[config.mk]
export PLATFORM = sky130hd
export DESIGN_NAME = neighbor_rssi_average_table_core
export DESIGN_NICKNAME = d
export VERILOG_FILES = /design/src/hw/rtl/nrat_pkg.sv /design/src/hw/rtl/nrat_ram.sv /design/src/hw/rtl/nrat_div.sv /design/src/hw/rtl/nrat_dp.sv /design/src/hw/rtl/nrat_ctrl.sv /design/src/hw/rtl/neighbor_rssi_average_table_core.sv
export SDC_FILE = /design/constraint.sdc
export NUM_CORES = 1
export LEC_CHECK = 0
export ABC_AREA = 1
export ABC_CLOCK_PERIOD_IN_PS = 4800
export BUFFER_PORTS_ARGS = -buffer_cell sky130_fd_sc_hd__buf_2
export CAP_MARGIN = 20
export CORE_MARGIN = 1.5
export CORE_UTILIZATION = 55
export DETAILED_ROUTE_END_ITERATION = 8
export PLACE_DENSITY_LB_ADDON = 0.12
export SYNTH_ARGS = -nofsm -noshare
export SYNTH_HDL_FRONTEND = slang
export SYNTH_HIERARCHICAL = 1
export SYNTH_SLANG_ARGS = --single-unit
[constraint.sdc]
create_clock -name clk -period 4.8 [get_ports clk]
set_input_delay 0.24 -clock clk [delete_from_list [all_inputs] [get_ports clk]]
set_output_delay 0.24 -clock clk [all_outputs]
set_load 0.05 [all_outputs]
[src/hw/rtl/nrat_pkg.sv]
// ----------------------------------------------------------------------------
// Neighbor RSSI average table: package
// Field widths, table entry layout, item kinds, controller states and the
// command and status groups between controller and datapath.
// ----------------------------------------------------------------------------
package nrat_pkg;

  // Field widths.
  localparam int NODE_W  = 16;
  localparam int COUNT_W = 16;
  localparam int SUM_W   = 24;
  localparam int RSSI_W  = 8;

  // Default table size.
  localparam int TABLE_ENTRIES_DEF = 16;

  // Largest packet count before an entry restarts.
  localparam logic [COUNT_W-1:0] COUNT_MAX = {COUNT_W{1'b1}};

  // Item kinds.
  localparam logic KIND_SAMPLE = 1'b0;
  localparam logic KIND_REPORT = 1'b1;

  // One table entry as stored in memory.
  typedef struct packed {
    logic        [NODE_W-1:0]  node;
    logic        [COUNT_W-1:0] count;
    logic signed [SUM_W-1:0]   sum;
  } entry_t;

  localparam int ENTRY_W = $bits(entry_t);

  // Controller states.
  typedef enum logic [2:0] {
    ST_IDLE,
    ST_READ,
    ST_COMPARE,
    ST_DIVIDE,
    ST_EMIT,
    ST_ALLOC,
    ST_EMPTY
  } state_t;

  // Commands from the controller to the datapath.
  typedef struct packed {
    logic in_load;
    logic idx_clr;
    logic idx_inc;
    logic rd_en;
    logic wr_update;
    logic wr_alloc;
    logic fill_inc;
    logic fill_clr;
    logic div_start;
    logic out_load;
    logic out_empty;
  } dp_cmd_t;

  // Status from the datapath to the controller.
  typedef struct packed {
    logic in_report;
    logic in_id_zero;
    logic op_report;
    logic fill_zero;
    logic fill_full;
    logic hit;
    logic idx_last;
    logic div_done;
  } dp_status_t;

endpackage

[src/hw/rtl/nrat_ram.sv]
// ----------------------------------------------------------------------------
// Generic single-port-write, single-port-read RAM
// One write and one registered read per cycle. Contents are not reset.
// ----------------------------------------------------------------------------
module nrat_ram #(
  parameter int WIDTH = 8,
  parameter int DEPTH = 16,
  parameter int ADDR_W = (DEPTH > 1) ? $clog2(DEPTH) : 1
) (
  input  logic              clk,
  input  logic              we,
  input  logic [ADDR_W-1:0] waddr,
  input  logic [WIDTH-1:0]  wdata,
  input  logic              re,
  input  logic [ADDR_W-1:0] raddr,
  output logic [WIDTH-1:0]  rdata
);

  logic [WIDTH-1:0] mem [DEPTH];
  logic [WIDTH-1:0] rdata_r;

  // Write port.
  always_ff @(posedge clk) begin
    if (we) begin
      mem[waddr] <= wdata;
    end
  end

  // Registered read port; the data holds until the next read.
  always_ff @(posedge clk) begin
    if (re) begin
      rdata_r <= mem[raddr];
    end
  end

  assign rdata = rdata_r;

endmodule

[src/hw/rtl/nrat_div.sv]
// ----------------------------------------------------------------------------
// Neighbor RSSI average table: sequential divider
// Divides a signed sum by an unsigned count one quotient bit per cycle and
// truncates toward zero. Returns the low bits of the quotient.
// ----------------------------------------------------------------------------
module nrat_div (
  input  logic                               clk,
  input  logic                               rst_n,
  input  logic                               start,
  input  logic signed [nrat_pkg::SUM_W-1:0]  dividend,
  input  logic        [nrat_pkg::COUNT_W-1:0] divisor,
  output logic signed [nrat_pkg::RSSI_W-1:0] quotient,
  output logic                               done
);
  import nrat_pkg::*;

  localparam int STEP_W = $clog2(SUM_W + 1);
  localparam int REM_W  = COUNT_W + 1;

  logic              busy_r, busy_nxt;
  logic              done_r, done_nxt;
  logic [STEP_W-1:0] step_r, step_nxt;
  logic [SUM_W-1:0]  acc_r, acc_nxt;
  logic [REM_W-1:0]  rem_r, rem_nxt;
  logic [COUNT_W-1:0] den_r, den_nxt;
  logic              neg_r, neg_nxt;
  logic [REM_W-1:0]  shifted;
  logic [REM_W-1:0]  diff;
  logic [SUM_W-1:0]  q_signed;

  // One restoring step: shift in the next dividend bit and try to subtract.
  always_comb begin
    shifted = {rem_r[REM_W-2:0], acc_r[SUM_W-1]};
    diff    = shifted - {1'b0, den_r};
  end

  always_comb begin
    busy_nxt = busy_r;
    done_nxt = done_r;
    step_nxt = step_r;
    acc_nxt  = acc_r;
    rem_nxt  = rem_r;
    den_nxt  = den_r;
    neg_nxt  = neg_r;
    if (start) begin
      // Work on the magnitude and remember the sign.
      busy_nxt = 1'b1;
      done_nxt = 1'b0;
      step_nxt = STEP_W'(SUM_W);
      acc_nxt  = dividend[SUM_W-1] ? (~dividend + SUM_W'(1)) : dividend;
      rem_nxt  = '0;
      den_nxt  = divisor;
      neg_nxt  = dividend[SUM_W-1];
    end else if (busy_r) begin
      if (!diff[REM_W-1]) begin
        rem_nxt = diff;
        acc_nxt = {acc_r[SUM_W-2:0], 1'b1};
      end else begin
        rem_nxt = shifted;
        acc_nxt = {acc_r[SUM_W-2:0], 1'b0};
      end
      step_nxt = step_r - STEP_W'(1);
      if (step_r == STEP_W'(1)) begin
        busy_nxt = 1'b0;
        done_nxt = 1'b1;
      end
    end
  end

  // Control flags.
  always_ff @(posedge clk) begin
    if (!rst_n) begin
      busy_r <= 1'b0;
      done_r <= 1'b0;
      step_r <= '0;
    end else begin
      busy_r <= busy_nxt;
      done_r <= done_nxt;
      step_r <= step_nxt;
    end
  end

  // Working registers.
  always_ff @(posedge clk) begin
    acc_r <= acc_nxt;
    rem_r <= rem_nxt;
    den_r <= den_nxt;
    neg_r <= neg_nxt;
  end

  // Apply the sign to the magnitude quotient.
  assign q_signed = neg_r ? (~acc_r + SUM_W'(1)) : acc_r;
  assign quotient = q_signed[RSSI_W-1:0];
  assign done     = done_r;

endmodule

[src/hw/rtl/nrat_dp.sv]
// ----------------------------------------------------------------------------
// Neighbor RSSI average table: datapath
// Holds the accepted item, the walk index and fill count, the entry memory,
// the divider and the result register.
// ----------------------------------------------------------------------------
module nrat_dp #(
  parameter int TABLE_ENTRIES = nrat_pkg::TABLE_ENTRIES_DEF
) (
  input  logic                                clk,
  input  logic                                rst_n,
  input  logic                                in_kind,
  input  logic        [nrat_pkg::NODE_W-1:0]  in_sender_id,
  input  logic signed [nrat_pkg::RSSI_W-1:0]  in_rssi_sample,
  input  nrat_pkg::dp_cmd_t                   cmd,
  output nrat_pkg::dp_status_t                status,
  output logic        [nrat_pkg::NODE_W-1:0]  out_neighbor_id,
  output logic signed [nrat_pkg::RSSI_W-1:0]  out_average_rssi,
  output logic                                out_is_empty,
  output logic                                out_last_of_run
);
  import nrat_pkg::*;

  localparam int IDX_W = (TABLE_ENTRIES > 1) ? $clog2(TABLE_ENTRIES) : 1;
  localparam int CNT_W = $clog2(TABLE_ENTRIES + 1);

  logic                     kind_r;
  logic [NODE_W-1:0]        id_r;
  logic signed [RSSI_W-1:0] rssi_r;
  logic [IDX_W-1:0]         idx_r, idx_nxt;
  logic [CNT_W-1:0]         fill_r, fill_nxt;

  logic [ENTRY_W-1:0]       ram_rdata;
  logic [ENTRY_W-1:0]       ram_wdata;
  logic [IDX_W-1:0]         ram_waddr;
  entry_t                   rd_entry;
  entry_t                   upd_entry;
  entry_t                   new_entry;
  logic signed [SUM_W-1:0]  rssi_ext;
  logic signed [RSSI_W-1:0] div_quot;
  logic                     div_done;
  logic                     idx_last;

  logic [NODE_W-1:0]        out_id_r;
  logic signed [RSSI_W-1:0] out_avg_r;
  logic                     out_empty_r;
  logic                     out_last_r;

  // Latch the accepted item.
  always_ff @(posedge clk) begin
    if (cmd.in_load) begin
      kind_r <= in_kind;
      id_r   <= in_sender_id;
      rssi_r <= in_rssi_sample;
    end
  end

  // Walk index and fill count. Used entries always form a prefix of the table.
  always_comb begin
    idx_nxt = idx_r;
    if (cmd.idx_clr) begin
      idx_nxt = '0;
    end else if (cmd.idx_inc) begin
      idx_nxt = idx_r + IDX_W'(1);
    end
    fill_nxt = fill_r;
    if (cmd.fill_clr) begin
      fill_nxt = '0;
    end else if (cmd.fill_inc) begin
      fill_nxt = fill_r + CNT_W'(1);
    end
  end

  always_ff @(posedge clk) begin
    if (!rst_n) begin
      idx_r  <= '0;
      fill_r <= '0;
    end else begin
      idx_r  <= idx_nxt;
      fill_r <= fill_nxt;
    end
  end

  // New entry contents for a hit and for a fresh allocation.
  assign rssi_ext = SUM_W'(rssi_r);
  assign rd_entry = entry_t'(ram_rdata);

  always_comb begin
    upd_entry.node = id_r;
    if (rd_entry.count == COUNT_MAX) begin
      upd_entry.count = COUNT_W'(1);
      upd_entry.sum   = rssi_ext;
    end else begin
      upd_entry.count = rd_entry.count + COUNT_W'(1);
      upd_entry.sum   = rd_entry.sum + rssi_ext;
    end
    new_entry.node  = id_r;
    new_entry.count = COUNT_W'(1);
    new_entry.sum   = rssi_ext;
  end

  assign ram_wdata = cmd.wr_alloc ? ENTRY_W'(new_entry) : ENTRY_W'(upd_entry);
  assign ram_waddr = cmd.wr_alloc ? fill_r[IDX_W-1:0] : idx_r;

  nrat_ram #(
    .WIDTH (ENTRY_W),
    .DEPTH (TABLE_ENTRIES),
    .ADDR_W(IDX_W)
  ) u_ram (
    .clk  (clk),
    .we   (cmd.wr_alloc | cmd.wr_update),
    .waddr(ram_waddr),
    .wdata(ram_wdata),
    .re   (cmd.rd_en),
    .raddr(idx_r),
    .rdata(ram_rdata)
  );

  // Average of the entry just read.
  nrat_div u_div (
    .clk     (clk),
    .rst_n   (rst_n),
    .start   (cmd.div_start),
    .dividend(rd_entry.sum),
    .divisor (rd_entry.count),
    .quotient(div_quot),
    .done    (div_done)
  );

  assign idx_last = (CNT_W'(idx_r) + CNT_W'(1)) == fill_r;

  // Result register.
  always_ff @(posedge clk) begin
    if (cmd.out_load) begin
      if (cmd.out_empty) begin
        out_id_r    <= '0;
        out_avg_r   <= '0;
        out_empty_r <= 1'b1;
        out_last_r  <= 1'b1;
      end else begin
        out_id_r    <= rd_entry.node;
        out_avg_r   <= div_quot;
        out_empty_r <= 1'b0;
        out_last_r  <= idx_last;
      end
    end
  end

  assign out_neighbor_id  = out_id_r;
  assign out_average_rssi = out_avg_r;
  assign out_is_empty     = out_empty_r;
  assign out_last_of_run  = out_last_r;

  // Status toward the controller.
  always_comb begin
    status.in_report  = (in_kind == KIND_REPORT);
    status.in_id_zero = (in_sender_id == '0);
    status.op_report  = (kind_r == KIND_REPORT);
    status.fill_zero  = (fill_r == '0);
    status.fill_full  = (fill_r == CNT_W'(TABLE_ENTRIES));
    status.hit        = (rd_entry.node == id_r);
    status.idx_last   = idx_last;
    status.div_done   = div_done;
  end

endmodule

[src/hw/rtl/nrat_ctrl.sv]
// ----------------------------------------------------------------------------
// Neighbor RSSI average table: controller
// Sequences lookups, allocations and report walks, and owns the result
// valid flag.
// ----------------------------------------------------------------------------
module nrat_ctrl (
  input  logic                 clk,
  input  logic                 rst_n,
  input  logic                 in_valid,
  output logic                 in_ready,
  output logic                 out_valid,
  input  logic                 out_ready,
  input  nrat_pkg::dp_status_t status,
  output nrat_pkg::dp_cmd_t    cmd
);
  import nrat_pkg::*;

  state_t state_r, state_nxt;
  logic   out_valid_r, out_valid_nxt;
  logic   out_free;

  // The result register can take a new item when empty or being emptied.
  assign out_free = !out_valid_r || out_ready;

  // State and result flag registers.
  always_ff @(posedge clk) begin
    if (!rst_n) begin
      state_r     <= ST_IDLE;
      out_valid_r <= 1'b0;
    end else begin
      state_r     <= state_nxt;
      out_valid_r <= out_valid_nxt;
    end
  end

  // Next state and commands.
  always_comb begin
    state_nxt     = state_r;
    cmd           = '0;
    out_valid_nxt = out_valid_r && !out_ready;
    case (state_r)
      ST_IDLE: begin
        if (in_valid) begin
          cmd.in_load = 1'b1;
          cmd.idx_clr = 1'b1;
          if (status.in_report) begin
            state_nxt = status.fill_zero ? ST_EMPTY : ST_READ;
          end else if (!status.in_id_zero) begin
            state_nxt = status.fill_zero ? ST_ALLOC : ST_READ;
          end
        end
      end
      ST_READ: begin
        cmd.rd_en = 1'b1;
        state_nxt = ST_COMPARE;
      end
      ST_COMPARE: begin
        if (status.op_report) begin
          cmd.div_start = 1'b1;
          state_nxt     = ST_DIVIDE;
        end else if (status.hit) begin
          cmd.wr_update = 1'b1;
          state_nxt     = ST_IDLE;
        end else if (status.idx_last) begin
          // Unknown sender: take the next free entry, or drop when full.
          state_nxt = status.fill_full ? ST_IDLE : ST_ALLOC;
        end else begin
          cmd.idx_inc = 1'b1;
          state_nxt   = ST_READ;
        end
      end
      ST_DIVIDE: begin
        if (status.div_done) begin
          state_nxt = ST_EMIT;
        end
      end
      ST_EMIT: begin
        if (out_free) begin
          cmd.out_load  = 1'b1;
          out_valid_nxt = 1'b1;
          if (status.idx_last) begin
            // The report empties the table.
            cmd.fill_clr = 1'b1;
            state_nxt    = ST_IDLE;
          end else begin
            cmd.idx_inc = 1'b1;
            state_nxt   = ST_READ;
          end
        end
      end
      ST_ALLOC: begin
        cmd.wr_alloc = 1'b1;
        cmd.fill_inc = 1'b1;
        state_nxt    = ST_IDLE;
      end
      ST_EMPTY: begin
        if (out_free) begin
          cmd.out_load  = 1'b1;
          cmd.out_empty = 1'b1;
          out_valid_nxt = 1'b1;
          state_nxt     = ST_IDLE;
        end
      end
      default: begin
        state_nxt = ST_IDLE;
      end
    endcase
  end

  assign in_ready  = (state_r == ST_IDLE);
  assign out_valid = out_valid_r;

endmodule

[src/hw/rtl/neighbor_rssi_average_table_core.sv]
// ----------------------------------------------------------------------------
// Neighbor RSSI average table core
// Counts RSSI samples per neighbor node and reports per-node averages.
// ----------------------------------------------------------------------------
// The block takes one item at a time. A sample walks the used entries of the
// table through its single-read-port memory, a read and a compare per entry,
// and ends in one write, or in none when its sender is unknown and the table
// is full; a sample with sender id zero is ignored. For each used entry a
// report reads, compares, divides in the bit-serial divider (one quotient
// bit per cycle over the 24-bit sum) and loads the result, waiting while the
// result side holds off; an empty table answers with a single empty marker.
// Clearing the table at the end of a report is immediate. A waiting final
// result does not hold off the next item.
module neighbor_rssi_average_table_core #(
  parameter int TABLE_ENTRIES = nrat_pkg::TABLE_ENTRIES_DEF
) (
  input  logic                               clk,
  input  logic                               rst_n,
  input  logic                               in_valid,
  output logic                               in_ready,
  input  logic                               in_kind,
  input  logic        [nrat_pkg::NODE_W-1:0] in_sender_id,
  input  logic signed [nrat_pkg::RSSI_W-1:0] in_rssi_sample,
  output logic                               out_valid,
  input  logic                               out_ready,
  output logic        [nrat_pkg::NODE_W-1:0] out_neighbor_id,
  output logic signed [nrat_pkg::RSSI_W-1:0] out_average_rssi,
  output logic                               out_is_empty,
  output logic                               out_last_of_run
);
  import nrat_pkg::*;

  dp_cmd_t    cmd;
  dp_status_t status;

  nrat_ctrl u_ctrl (
    .clk      (clk),
    .rst_n    (rst_n),
    .in_valid (in_valid),
    .in_ready (in_ready),
    .out_valid(out_valid),
    .out_ready(out_ready),
    .status   (status),
    .cmd      (cmd)
  );

  nrat_dp #(
    .TABLE_ENTRIES(TABLE_ENTRIES)
  ) u_dp (
    .clk             (clk),
    .rst_n           (rst_n),
    .in_kind         (in_kind),
    .in_sender_id    (in_sender_id),
    .in_rssi_sample  (in_rssi_sample),
    .cmd             (cmd),
    .status          (status),
    .out_neighbor_id (out_neighbor_id),
    .out_average_rssi(out_average_rssi),
    .out_is_empty    (out_is_empty),
    .out_last_of_run (out_last_of_run)
  );

endmodule

==> impl_results.md <==
* Status: complete, no violations
* Tightest Pin Transition at 1.19 ns
* Longest Clk Path Bufs at 3
* Synth area leader: edfxtp_1
* Setup TNS Final at 0 ns
* DP Worst Slack at 0.673 ns
* Top cell type's share of synthesized area at 62.7%
* Root Buffer: clkbuf_16
* Worst hold stages at 4
* Final Skew at 0.0398 ns
* Worst reg2reg path endpoint: u_dp/u_ram/mem[6][13]$_DFFE_PP_
* Max Slew Vio Count at 0
* Leak at 23.8 nW
* I/O Pins at 57
* ANT cells at 0
* 1st-iter DRT viols at 3418
* CORE AREA at 90000 µm²
* RD Place Congestion at 0.902
* Drt wl/cell at 19.1 µm
* Peak VDD IR at 520 µV
* PwrDens at 597 nW/µm²
* Post-Syn Area at 50000 µm²
* Hold_sp: out_ready
* Critical-path maximum fanout at 19
* Crit end category: register
* # port buffers at 56
* Fin crit share at 87.4%
* CTS tree: built
* Met3 Track Usage GR at 4.12%
* Largest cells by area after synthesis: edfxtp_1 (63%), nand2_1 (12%), nand3_1 (7.6%)
* Unrepaired setup endpoints after global routing: false
* Via density at 5.31
* Die Area at 92700 µm²
* Reg2reg setup slack at 0.61 ns
* Critical path required time at 5.15 ns
* Drt total wl at 122 mm
* Initial Utilization at 55.5%
* Multi-input gate area at 13100 µm²
* Hold Path Sink: u_ctrl/state_r[2]$_SDFFE_PN0P_
* CTS Buf Count at 110
* Mean post-synth cell area at 9.83 µm²
* Clk_lat worst skew at 0.70 ns
* Setup slack after layout at 0.606 ns
* Tot Pwr at 33.0 mW
* Clock slew at reported path FFs at 0.06 ns
* Busiest metal layer after global routing: met2
* DP Area at 51300 µm²
* Vias in the first global route at 32039
* Critical Path Source: u_dp/id_r[0]$_DFFE_PP_
* HPWL after DPL at 68.3 mm
* Pre-antenna DRT Iters at 5
* Final setup viols at 0
* Routed Antenna Nets at 0
* Setup CP Type: reg -> reg
* Area Overhead vs Synth at 10.6%
* Hold/Removal Path Class: in -> reg
* Nets at 5221
* R2R Path Start: u_dp/id_r[0]$_DFFE_PP_
* Die span in x at 304 µm
* Yosys cell types at 47
* Die height at 304 µm
* Gr ovfl total at 0
* Crit path arrival time at 4.54 ns
* Clock sink total at 1080
* Fraction of layout cells with a size suffix above 1 at 7.13%
* Worst reg2reg path depth at 9
* Total track usage at 26.5%
* CP startpoint kind: register
* Syn nets at 5164
* Fin. Hold Viols at 0
* Via count at 34070
* FF+latch count, synth at 1080
* Dominant synthesized flop cell: edfxtp_1
* Post-synth EDFFs at 1044
* Final instance area at 55300 µm²
* Register area share after synthesis at 64.2%
* Row cnt at 110
* Synth Warn # at 6
* Min Hold Slack at 0.0712 ns
* Rel. slew slack at 20.8%
* Number of max-cap violations at 0
* Async SR Flop Fraction at 0%
* H-tree depth at 3
* FF+latch area at 32100 µm²
* Largest net degree at the start of global routing at 213
* Mapped Cells at 5086
* Met2 Use GR at 41.5%
* Fillers at 7365
* First-pass GRT wire length at 188 mm
* Postcts setup bufs at 0
* Fmax at 238 MHz
* Final period demand of the worst path at 4.19 ns
* # DRC at 0
* Met1 Use GR at 38.6%
* Initial antenna violation count at 4
[synth_stat cells (22+ instances only)]
cell type	instances
a21oi_1	35
dfxtp_1	36
nand4_1	27
ha_1	47
inv_1	921
buf_6	56
o21ai_0	43
xor2_1	22
edfxtp_1	1044
xnor2_1	37
clkbuf_1	29
buf_2	86
nand2_1	1627
buf_4	30
nand3_1	761
nor2_1	148
[layer usage]
| layer | vias to the layer above | routed length (µm) | part of all wire [%] |
|---|---|---|---|
| li1 | 16504 | - | - |
| met1 | 16129 | 53700 | 44 |
| met2 | 1260 | 55700 | 46 |
| met3 | 177 | 10100 | 8.3 |
| met4 | 0 | 2710 | 2.2 |
| met5 | - | 0 | 0 |
[logic make-up after synthesis]
group / synth area share [%]
AND/OR/NAND/NOR: 22.5
buffers and inverters: 9.91
flip-flops: 64.2
AO/OA/AOI/OAI: 1.17
XOR/XNOR: 1.03
adder cells (fa/ha/maj): 1.26
[registers in the layout (all words and copies together) (netlist names)]
name / cells
u_dp/kind_r: 1
u_dp/out_average_rssi: 8
u_dp/idx_r: 4
u_dp/out_last_of_run: 1
u_dp/rssi_r: 8
u_dp/u_div/rem_r: 16
u_dp/id_r: 16
u_dp/u_div/step_r: 5
u_dp/u_div/den_r: 16
u_dp/u_div/neg_r: 1
u_ctrl/out_valid: 1
u_dp/u_div/acc_r: 24
u_ctrl/state_r: 3
u_dp/u_div/busy_r: 1
u_dp/u_div/done: 1
u_dp/out_neighbor_id: 16
u_dp/u_ram/mem: 896
u_dp/out_is_empty: 1
u_dp/fill_r: 5
u_dp/u_ram/rdata: 56
[worst max path at each step]
stage,to,slack [ns],cells past startpoint
detailed placement,u_dp/u_ram/mem[6][55]$_DFFE_PP_,0.67,9
finish,u_dp/u_ram/mem[6][13]$_DFFE_PP_,0.61,9
CTS,u_dp/u_ram/mem[6][1]$_DFFE_PP_,0.66,9
global route,u_dp/u_ram/mem[6][13]$_DFFE_PP_,0.37,9
floorplan,u_dp/u_ram/mem[12][0]$_DFFE_PP_,-0.11,9
global placement,u_dp/u_ram/mem[6][55]$_DFFE_PP_,0.80,9
[critical path, stage by stage, from the launching register on]
cell      delay [ns]
edfxtp_1        0.72
xnor2_1         0.18
nand4_1         0.19
nor4b_2         0.82
inv_1           0.15
nor4_1          0.31
or2_2           0.23
nand3b_1        0.30
nor2_4          0.53
buf_4           0.41
[report_power, final]
part	switching (mW)	leakage [nW]	internal (mW)
Combinational	8.13	12.3	2.87
Clock	3.54	1.77	5.01
Sequential	0.717	9.70	12.8
[placed cells by master, fill, tap and decap left out, types with 4 or more instances in the layout]
cell type,netlist,routed
ha_1,47,47
nor3_1,17,15
nand3_2,8,8
nand2_1,1627,1627
nor2_2,5,5
o21ai_0,43,41
o31ai_1,5,5
nor4_1,7,7
xor2_1,22,22
clkinv_1,0,24
dfxtp_4,0,4
dlygate4sd3_1,0,26
nand3b_1,12,12
buf_12,0,26
bufinv_16,0,12
or2_2,9,9
xnor2_1,37,37
clkbuf_1,29,22
inv_1,921,918
clkbuf_16,0,114
nand4_1,27,27
nor2_1,148,131
buf_2,86,56
buf_4,30,49
edfxtp_1,1044,1044
a31oi_1,7,7
nand2_2,14,14
nand3_1,761,761
nor2_4,3,20
dfxtp_1,36,32
o21ai_1,5,6
a21oi_1,35,33
clkinv_2,0,26
[per-stage QoR]
stage	cells	utilization (%)
floorplan	5086	-
global placement	6171	57.0
detailed placement	6174	57.0
CTS	6404	61.3
global route	6411	61.4
finish	6411	61.4
[cell type report]
type / instances / area share, %
clock buffer: 139 / 5.38
sequential: 1080 / 58.0
tap: 1176 / 2.66
multi-input combinational: 2863 / 23.7
clock inverter: 65 / 1.12
timing repair buffer: 161 / 2.70
inverter: 927 / 6.34
[timing repair]
| action | in CTS | in global routing |
|---|---|---|
| gates resized for setup | 0 | 0 |
| hold buffers | 26 | 0 |
| hold endpoints to repair | 38 | 0 |
(Power assumes the default switching activity.)
